### config.mk
export PLATFORM = sky130hd
export DESIGN_NAME = pitch_climb_detector
export DESIGN_NICKNAME = d
export VERILOG_FILES = /design/src/rtl/pcd_pkg.sv /design/src/rtl/pcd_cfg.sv /design/src/rtl/pcd_step.sv /design/src/rtl/pitch_climb_detector.sv
export SDC_FILE = /design/constraint.sdc
export NUM_CORES = 1
export LEC_CHECK = 0
export BUFFER_PORTS_ARGS = -buffer_cell sky130_fd_sc_hd__clkbuf_2
export CORE_MARGIN = 5
export CORE_UTILIZATION = 60
export CTS_CLUSTER_SIZE = 12
export DETAILED_ROUTE_END_ITERATION = 7
export GPL_TIMING_DRIVEN = 0
export PLACE_DENSITY = 0.8
export SYNTH_ARGS = -nofsm -noshare
export SYNTH_HDL_FRONTEND = slang
export SYNTH_SLANG_ARGS = --single-unit
### constraint.sdc
create_clock -name clk -period 24.7 [get_ports clk]
set_input_delay 1.235 -clock clk [delete_from_list [all_inputs] [get_ports clk]]
set_output_delay 1.235 -clock clk [all_outputs]
set_load 0.05 [all_outputs]
### src/rtl/pcd_pkg.sv
package pcd_pkg;

  localparam int unsigned PitchW = 16;
  localparam int unsigned TimeW  = 32;
  localparam int unsigned GainW  = 17;

  localparam logic [GainW-1:0] GAIN_ONE = 17'd65536;

  // operation codes
  localparam logic OP_SAMPLE  = 1'b0;
  localparam logic OP_RESTART = 1'b1;

  // configuration register indexes
  localparam logic [1:0] REG_TIMEOUT = 2'd0;
  localparam logic [1:0] REG_ALPHA   = 2'd1;
  localparam logic [1:0] REG_ENTER   = 2'd2;
  localparam logic [1:0] REG_EXIT    = 2'd3;

  localparam logic [15:0]       TIMEOUT_RST = 16'd1000;
  localparam logic [GainW-1:0]  ALPHA_RST   = 17'd6554;
  localparam logic [PitchW-1:0] ENTER_RST   = 16'hFD35;  // -715
  localparam logic [PitchW-1:0] EXIT_RST    = 16'hFF71;  // -143

  typedef struct packed {
    logic [15:0]       min_climb_ms;
    logic [GainW-1:0]  alpha_gain;
    logic [PitchW-1:0] enter_threshold;
    logic [PitchW-1:0] exit_threshold;
  } cfg_t;

  typedef struct packed {
    logic              climb_active;
    logic [PitchW-1:0] pitch_bias;
    logic [TimeW-1:0]  entry_time;
  } state_t;

  typedef struct packed {
    state_t nxt;
    logic   climb_started;
  } step_t;

endpackage

### src/rtl/pcd_cfg.sv
module pcd_cfg (
  input  logic                      clk,
  input  logic                      rst,
  input  logic                      cfg_we,
  input  logic [1:0]                cfg_index,
  input  logic [pcd_pkg::GainW-1:0] cfg_data,
  output pcd_pkg::cfg_t             cfg
);

  always_ff @(posedge clk) begin
    if (rst) begin
      cfg.min_climb_ms    <= pcd_pkg::TIMEOUT_RST;
      cfg.alpha_gain      <= pcd_pkg::ALPHA_RST;
      cfg.enter_threshold <= pcd_pkg::ENTER_RST;
      cfg.exit_threshold  <= pcd_pkg::EXIT_RST;
    end else if (cfg_we) begin
      case (cfg_index)
        pcd_pkg::REG_TIMEOUT: cfg.min_climb_ms    <= cfg_data[15:0];
        pcd_pkg::REG_ALPHA:   cfg.alpha_gain      <= cfg_data;
        pcd_pkg::REG_ENTER:   cfg.enter_threshold <= cfg_data[15:0];
        pcd_pkg::REG_EXIT:    cfg.exit_threshold  <= cfg_data[15:0];
        default: ;
      endcase
    end
  end

endmodule

### src/rtl/pcd_step.sv
module pcd_step (
  input  logic                       operation,
  input  logic [pcd_pkg::PitchW-1:0] pitch,
  input  logic [pcd_pkg::TimeW-1:0]  timestamp_ms,
  input  pcd_pkg::state_t            cur,
  input  pcd_pkg::cfg_t              cfg,
  output pcd_pkg::step_t             res
);

  logic                       restart;
  logic signed [16:0]         corrected;
  logic [pcd_pkg::TimeW-1:0]  elapsed;
  logic                       enter_hit;
  logic                       exit_ok;
  logic                       active_mid;
  logic [15:0]                prev;
  logic [pcd_pkg::GainW-1:0]  gain;
  logic signed [16:0]         diff;
  logic signed [34:0]         prod;
  logic signed [34:0]         prod_sh;
  logic [15:0]                ema;

  assign restart   = (operation == pcd_pkg::OP_RESTART);
  assign corrected = $signed({pitch[15], pitch}) - $signed({cur.pitch_bias[15], cur.pitch_bias});
  assign elapsed   = timestamp_ms - cur.entry_time;

  assign enter_hit = !cur.climb_active &&
                     (corrected < $signed({cfg.enter_threshold[15], cfg.enter_threshold}));
  assign exit_ok   = cur.climb_active &&
                     (corrected >= $signed({cfg.exit_threshold[15], cfg.exit_threshold})) &&
                     (elapsed > {16'd0, cfg.min_climb_ms});
  assign active_mid = enter_hit | (cur.climb_active & ~exit_ok);

  // exit clears the bias before the average runs
  assign prev = exit_ok ? 16'd0 : cur.pitch_bias;
  assign gain = (cfg.alpha_gain > pcd_pkg::GAIN_ONE) ? pcd_pkg::GAIN_ONE : cfg.alpha_gain;

  // floor(((1-a)*prev + a*pitch)) == prev + floor(a*(pitch-prev))
  assign diff    = $signed({pitch[15], pitch}) - $signed({prev[15], prev});
  assign prod    = $signed({1'b0, gain}) * diff;
  assign prod_sh = prod >>> 16;
  assign ema     = prev + prod_sh[15:0];

  always_comb begin
    res.climb_started    = enter_hit & ~restart;
    res.nxt.climb_active = active_mid & ~restart;
    res.nxt.entry_time   = res.climb_started ? timestamp_ms : cur.entry_time;
    if (restart) begin
      res.nxt.pitch_bias = 16'd0;
    end else if (active_mid) begin
      res.nxt.pitch_bias = prev;
    end else begin
      res.nxt.pitch_bias = ema;
    end
  end

endmodule

### src/rtl/pitch_climb_detector.sv
// Pitch climb detector: one result beat per input beat.
// Path: an input beat is held in the input register, then its result in the result register;
// both stages stall while m_tready holds back an unaccepted result beat.
// Throughput: 1 beat per cycle while m_tready does not hold the output; the bias/flag update
// is combinational step logic (subtracts, compares and one 18x17 multiply).
// Reset (rst, synchronous): configuration registers take their default values, flag and
// bias clear, pipeline empties.
module pitch_climb_detector (
  input  logic        clk,
  input  logic        rst,
  input  logic        cfg_we,
  input  logic [1:0]  cfg_index,
  input  logic [16:0] cfg_data,
  input  logic        s_tvalid,
  output logic        s_tready,
  input  logic [47:0] s_tdata,   // pitch [15:0], timestamp_ms [47:16]
  input  logic        s_tuser,   // operation
  output logic        m_tvalid,
  input  logic        m_tready,
  output logic [23:0] m_tdata    // climbing [0], climb_started [1], bias_estimate [17:2], zero
);

  pcd_pkg::cfg_t   cfg;
  pcd_pkg::state_t state;
  pcd_pkg::step_t  res;

  logic        in_v;
  logic        in_op;
  logic [15:0] in_pitch;
  logic [31:0] in_time;
  logic        out_v;
  logic        out_climbing;
  logic        out_started;
  logic [15:0] out_bias;
  logic        adv_out;
  logic        fire;

  pcd_cfg u_cfg (
    .clk       (clk),
    .rst       (rst),
    .cfg_we    (cfg_we),
    .cfg_index (cfg_index),
    .cfg_data  (cfg_data),
    .cfg       (cfg)
  );

  pcd_step u_step (
    .operation    (in_op),
    .pitch        (in_pitch),
    .timestamp_ms (in_time),
    .cur          (state),
    .cfg          (cfg),
    .res          (res)
  );

  assign adv_out  = !out_v || m_tready;
  assign fire     = in_v && adv_out;
  assign s_tready = !in_v || adv_out;

  always_ff @(posedge clk) begin
    if (rst) begin
      in_v <= 1'b0;
    end else if (s_tready) begin
      in_v <= s_tvalid;
    end
  end

  always_ff @(posedge clk) begin
    if (s_tready && s_tvalid) begin
      in_op    <= s_tuser;
      in_pitch <= s_tdata[15:0];
      in_time  <= s_tdata[47:16];
    end
  end

  always_ff @(posedge clk) begin
    if (rst) begin
      state <= '0;
    end else if (fire) begin
      state <= res.nxt;
    end
  end

  always_ff @(posedge clk) begin
    if (rst) begin
      out_v <= 1'b0;
    end else if (adv_out) begin
      out_v <= in_v;
    end
  end

  always_ff @(posedge clk) begin
    if (fire) begin
      out_climbing <= res.nxt.climb_active;
      out_started  <= res.climb_started;
      out_bias     <= res.nxt.pitch_bias;
    end
  end

  assign m_tvalid = out_v;
  assign m_tdata  = {6'd0, out_bias, out_started, out_climbing};

`ifndef SYNTH
  a_start_implies_climb: assert property (@(posedge clk) disable iff (rst)
    out_v |-> (!out_started || out_climbing))
    else $error("climb_started without climbing");

  a_rose_gives_start: assert property (@(posedge clk) disable iff (rst)
    $rose(state.climb_active) |-> (out_v && out_started))
    else $error("climb entry without start beat");

  a_restart_clears: assert property (@(posedge clk) disable iff (rst)
    (fire && in_op == pcd_pkg::OP_RESTART) |=> (!state.climb_active && state.pitch_bias == 16'd0))
    else $error("restart did not clear flag and bias");

  a_climb_holds_bias: assert property (@(posedge clk) disable iff (rst)
    (fire && state.climb_active && res.nxt.climb_active) |=> $stable(state.pitch_bias))
    else $error("bias moved while climbing");
`endif

endmodule
# [After elaboration in Yosys (flattened, before gate mapping)]
# Index checks and enable logic that the tools add are counted.
[word_totals] register_bits=183 latch_bits=0 ram_bits=0 romBits=0 in_bits=73 out_inout_bits=26 elab_cells=53 memories=0
[op_classes] add_sub_neg=4 multipliers=1 div=0 order_cmp=4 n_eq_ne=3 shifts=0 muxes=4 n_bitwise=6 n_reduce_logical=16
[op_table] operator="16-bit two-way mux" n=3
[op_table] operator="16-bit by 16-bit subtractor with 17-bit output" n=2
[op_table] operator="32-bit by 16-bit > comparator with 1-bit output" n=1
[op_table] operator="18-bit by 17-bit multiplier with 32-bit output" n=1
[op_table] operator="32-bit subtractor" n=1
[op_table] operator="17-bit by 16-bit >= comparator with 1-bit output" n=1
[op_table] operator="17-bit > comparator (second input constant)" n=1
[op_table] operator="17-bit by 16-bit < comparator with 1-bit output" n=1
[op_table] operator="17-bit two-way mux" n=1
[op_table] operator="16-bit adder" n=1
[op_table] operator="2-bit AND reduction" n=5
[op_table] operator="1-bit logical AND" n=5
[op_table] operator="2-bit == test (second input constant)" n=2
[op_table] operator="1-bit AND" n=3
[op_table] operator="1-bit zero test" n=3
[op_table] operator="2-bit by 1-bit == test with 1-bit output (second input constant)" n=1
[op_table] operator="2-bit zero test" n=1
[op_table] operator="1-bit logical OR" n=2
[op_table] operator="1-bit NOT" n=2
[op_table] operator="1-bit OR" n=1

# [Depth between registers and ports, before layout]
[depth] depth_word=10 depth_mapped=67 depth_no_buf=65

# [Cells and area by module]
# From an unflattened synthesis, not the netlist that was laid out.
[hier_totals] hier_cells=2554 hier_area_um2=22227.6
[by_module_without_submodules] mod="pcd_step" n_inst=1 cells_per_inst=2003 area_per_inst_um2=15232.1 seq_area_each_um2=0.0
[by_module_without_submodules] mod="pitch_climb_detector" n_inst=1 cells_per_inst=299 area_per_inst_um2=4401.7 seq_area_each_um2=3032.9
[by_module_without_submodules] mod="pcd_cfg" n_inst=1 cells_per_inst=252 area_per_inst_um2=2593.7 seq_area_each_um2=1301.2

# [Worst setup path before layout]
# No wires, ideal clock.
[synth_timing] path_type="register -> register" from="register in_pitch[0]" to="register state[47] in the netlist's numbering" setup_ps=77 arrival_ps=13379 required_ps=24623 slack_ps=11244 stages_incl_launch_ff=64 path_buffers=1 period_less_slack_ps=13456 cell_sequence="edfxtp_1 -> inv_1 -> ha_1 -> fa_1 -> nor2b_1 -> o21ai_0 -> a21boi_0 -> o21ai_0 -> a21boi_0 -> o21ai_0 -> a21boi_0 -> o21ai_0 -> nor2b_1 -> xnor2_1 -> ha_1 -> a21o_1 -> a21o_1 -> a21oi_1 -> (+28 left out) -> ha_1 -> nand2_1 -> a2111oi_4 -> o41ai_4 -> a31oi_1 -> and2_1 -> nor2_1 -> xnor2_1 -> ha_1 -> o21a_1 -> o21ai_0 -> inv_1 -> a41o_1 -> o41ai_1 -> xnor3_1 -> xor3_1 -> or3_1 -> a41oi_2"
[synth_between] elab_chain_cells=10 elab_cells_between_ends=15 classes_between="add/sub: 3; mul: 1; order compare: 2; mux: 3; bitwise: 3; reduce/logical: 3"
[synth_lines] element="start: declaration" line_no="pitch_climb_detector.sv:29" source="logic [15:0] in_pitch;"
[synth_lines] element="start signal: assignment" line_no="pitch_climb_detector.sv:71" source="in_pitch <= s_tdata[15:0];"
[synth_lines] element="16-bit by 16-bit subtractor with 17-bit output" line_no="pcd_step.sv:24" source="assign corrected = $signed({pitch[15], pitch}) - $signed({cur.pitch_bias[15], cur.pitch_bias});"
[synth_lines] element="17-bit by 16-bit >= comparator with 1-bit output" line_no="pcd_step.sv:30" source="(corrected >= $signed({cfg.exit_threshold[15], cfg.exit_threshold})) &&"
[synth_lines] element="1-bit logical AND" line_no="pcd_step.sv:29" source="assign exit_ok = cur.climb_active &&"
[synth_lines] element="1-bit logical AND" line_no="pcd_step.sv:30"
[synth_lines] element="16-bit two-way mux" line_no="pcd_step.sv:35" source="assign prev = exit_ok ? 16'd0 : cur.pitch_bias;"
[synth_lines] element="16-bit by 16-bit subtractor with 17-bit output" line_no="pcd_step.sv:39" source="assign diff = $signed({pitch[15], pitch}) - $signed({prev[15], prev});"
[synth_lines] element="18-bit by 17-bit multiplier with 32-bit output" line_no="pcd_step.sv:40" source="assign prod = $signed({1'b0, gain}) * diff;"
[synth_lines] element="16-bit adder" line_no="pcd_step.sv:42" source="assign ema = prev + prod_sh[15:0];"
[synth_lines] element="16-bit two-way mux *" line_no="pcd_step.sv:50" source="end else if (active_mid) begin"
[synth_lines] element="16-bit two-way mux *" line_no="pcd_step.sv:48" source="if (restart) begin"
[synth_lines] element="end signal: assignment" line_no="pitch_climb_detector.sv:80" source="state <= res.nxt;"
[synth_lines] element="end: declaration" line_no="pitch_climb_detector.sv:24" source="pcd_pkg::state_t state;"
# Mark *: on every way between the ends. The rest lies on a longest branch, timed or not.
# A chain may end at the register's enable or synchronous reset.

# [Worst setup path after layout]
[layout_timing] from="register in_pitch[1]" to="register state[47] in the netlist's numbering"
# The elaborated chain is that of the path after synthesis.

==> run_results.csv <==
group,metric,value,unit
outcome,status,"completed",
placement,dp_hpwl,47500,um
synthesis,synth_area,21100,sq um
worst_hold_path,hp-class,"register to register",
synthesis,synth_edf_count,67,
synthesis,yosysSeqAreaShare,20.5,%
synthesis,synth.distinct_cells,92,
sta,fin_skew,0.0103,ns
clocking,post_cts_resized,0,
job,cap_viol_max_count,0,
clocking,cts_root_buf,"clkbuf_16",
critical_path,cp.required,25.07,ns
clocking,clkSinkCount,183,
routing,routed_wirelength,57100,um
sta,max_freq,60.3,MHz
sta,finalMaxSlewViolations,0,
floorplanning,num_rows,68,
floorplanning,start_util,61.0,%
sta,tns,0,ns
floorplanning,core_area,34600,sq um
cells_and_area,syn2layout_area_growth,7.86,%
sta,slew_headroom,4.72,%
global_routing,grt_max_degree,37,
cells_and_area,fin_nets,3088,
critical_path,cp_slowest_cell,"xnor2_1",
synthesis,async_flop_share,0,%
critical_path,path_max_fanout,10,
synthesis,synthFlopType,"dfxtp_1",
synthesis,synthTopCellsByArea,"fa_1 (22%), ha_1 (14%), dfxtp_1 (11%), edfxtp_1 (9.5%), inv_1 (7.8%)",
critical_path,crit_arrival,16.96,ns
clocking,cts.path.max_buffers,2,
routing,vias,17300,
routing,dr.pass1.iters,8,
synthesis,synth_top_cell_area_share,21.5,%
critical_path,criticalPathCategory,"register to register",
sta,rsz0062_at_grt,"no",
sta,worst_pin_slew,1.42,ns
synthesis,avgSynthCellArea,8.65,sq um
global_routing,grt_pass1_vias,18000,
floorplanning,die_w,198,um
critical_path,end_kind,"register",
synthesis,ys_ff_latch,183,
clocking,postCtsSetupBuffers,0,
sta,period_share,67.1,%
floorplanning,die_height,198,um
routing,wire_per_inst,18.9,um
sta,setup_viol,0,
synthesis,yosysTopAreaCell,"fa_1",
clocking,cts_hold_buf,0,
placement,place_congestion,1.02,
routing,vias_per_cell,5.72,
placement,io_buffer_count,90,
synthesis,syn_inst,2440,
floorplanning,ioPinCount,99,
clocking,clkTransAtPathRegs,0.07,ns
clocking,clk_latency,0.45,ns
cells_and_area,drive_above_1_share,7.09,%
routing,drt_first_iter_violations,1058,
critical_path,startpoint_type,"register",
clocking,ctsHtreeMaxLevel,4,
synthesis,synthTopCellsByCount,"inv_1 (438), nand2_1 (338), ha_1 (233), fa_1 (227), nor2_1 (225)",
floorplanning,fp.dieArea,39000,sq um
global_routing,grt_usage,29.6,%
global_routing,antenna_found_initial,1,
clocking,cts_buffers,17,
critical_path,cp_common_cell,"fa_1",
sta,post-route-min-period,16.58,ns
synthesis,synth.most_common_cell,"inv_1",
global_routing,overflow,0,
clocking,cts_tree,"done",
routing,ant_nets,0,
cells_and_area,fillers,2890,
global_routing,grt_pass1_wl,91400,um
synthesis,yosysWarnings,0,
routing,drc,0,
sta,hold_viol,0,
critical_path,crit_path_max_incr_delay,1.10,ns
## routing by layer
layer | GRT usage (%) | wire length, um | up-vias
met3 | 4.11 | 3760 | 183
met2 | 53.5 | 28900 | 687
li1 | - | - | 8125
met1 | 34.5 | 21400 | 8299
met4 | 14.4 | 3160 | 0
met5 | 0 | 0 | -
## cells in the final DEF (no fill, tap or decap), types with 33 or more instances in the layout
master and count:
clkbuf_1 65, xnor2_1 46, o21ai_0 50, ha_1 233, mux2i_1 47, nor2_1 225
and2_1 33, clkbuf_2 91, inv_1 438, a21oi_1 101, nand2_1 338, a21o_1 40
fa_1 227, dfxtp_1 116, edfxtp_1 67
## final cells by class
class / instances / area (sq um) / area share, %
buffer: 91 / 410 / 1.80
antenna: 1 / 2.50 / 0.0110
tap: 455 / 569 / 2.50
timing repair buffer: 91 / 470 / 2.07
inverter: 439 / 1650 / 7.24
sequential: 183 / 4330 / 19.0
multi-input combinational: 1732 / 14700 / 64.7
clock buffer: 20 / 467 / 2.05
clock inverter: 12 / 130 / 0.571
## kinds of logic after synthesis
logic type,after synthesis,share of synthesized area [%]
other,1,0.0178
flip-flops,183,20.5
multiplexers,49,2.34
adder cells (fa/ha/maj),460,35.3
buffers and inverters,530,9.75
AO/OA/AOI/OAI,347,11.8
AND/OR/NAND/NOR,802,17.2
XOR/XNOR,68,2.99
## final timing paths
kind	startpoint	endpoint	slack, ns	depth (start not counted)
worst max-delay path	in_pitch[1]	state[47]	8.12	60
worst min-delay path	u_cfg.cfg[2]	u_cfg.cfg[2]	0.46	2
worst max register to register	in_pitch[1]	state[47]	8.12	60
worst min register to register	u_cfg.cfg[2]	u_cfg.cfg[2]	0.46	2
## worst max-delay path, delay by kind of cell, from the launching register on
family	cells	cell delay (ns)
xor gates and xnor gates	5	2.52
AOI/OAI and AO/OA	26	5.90
buffers and inverters	7	0.70
and+or+nand+nor	11	1.95
DFF	1	0.49
adders and majority gates	11	4.87
## sequential cells by signal, indices dropped and copies added (netlist names)
name,count
in_pitch,16
out_climbing,1
in_time,32
u_cfg.cfg,65
in_op,1
in_v,1
m_tvalid,1
out_bias,16
out_started,1
state,49
## metrics by stage
stage	hold slack [ns]	cells	util [%]	setup slack (ns)	instance area (sq um)
2_1_floorplan	0.435	2445	-	11.24	21100
3_3_place_gp	0.443	2990	64.0	8.69	22200
3_5_place_dp	0.447	2991	64.0	8.31	22200
4_1_cts	0.457	3023	65.8	8.23	22800
5_1_grt	0.477	3023	65.8	7.28	22800
6_report	0.457	3024	65.8	8.12	22800
Power is left out: the tool's default activity adds up to more than one toggle a clock period on the data nets, which glitch-free logic cannot reach.
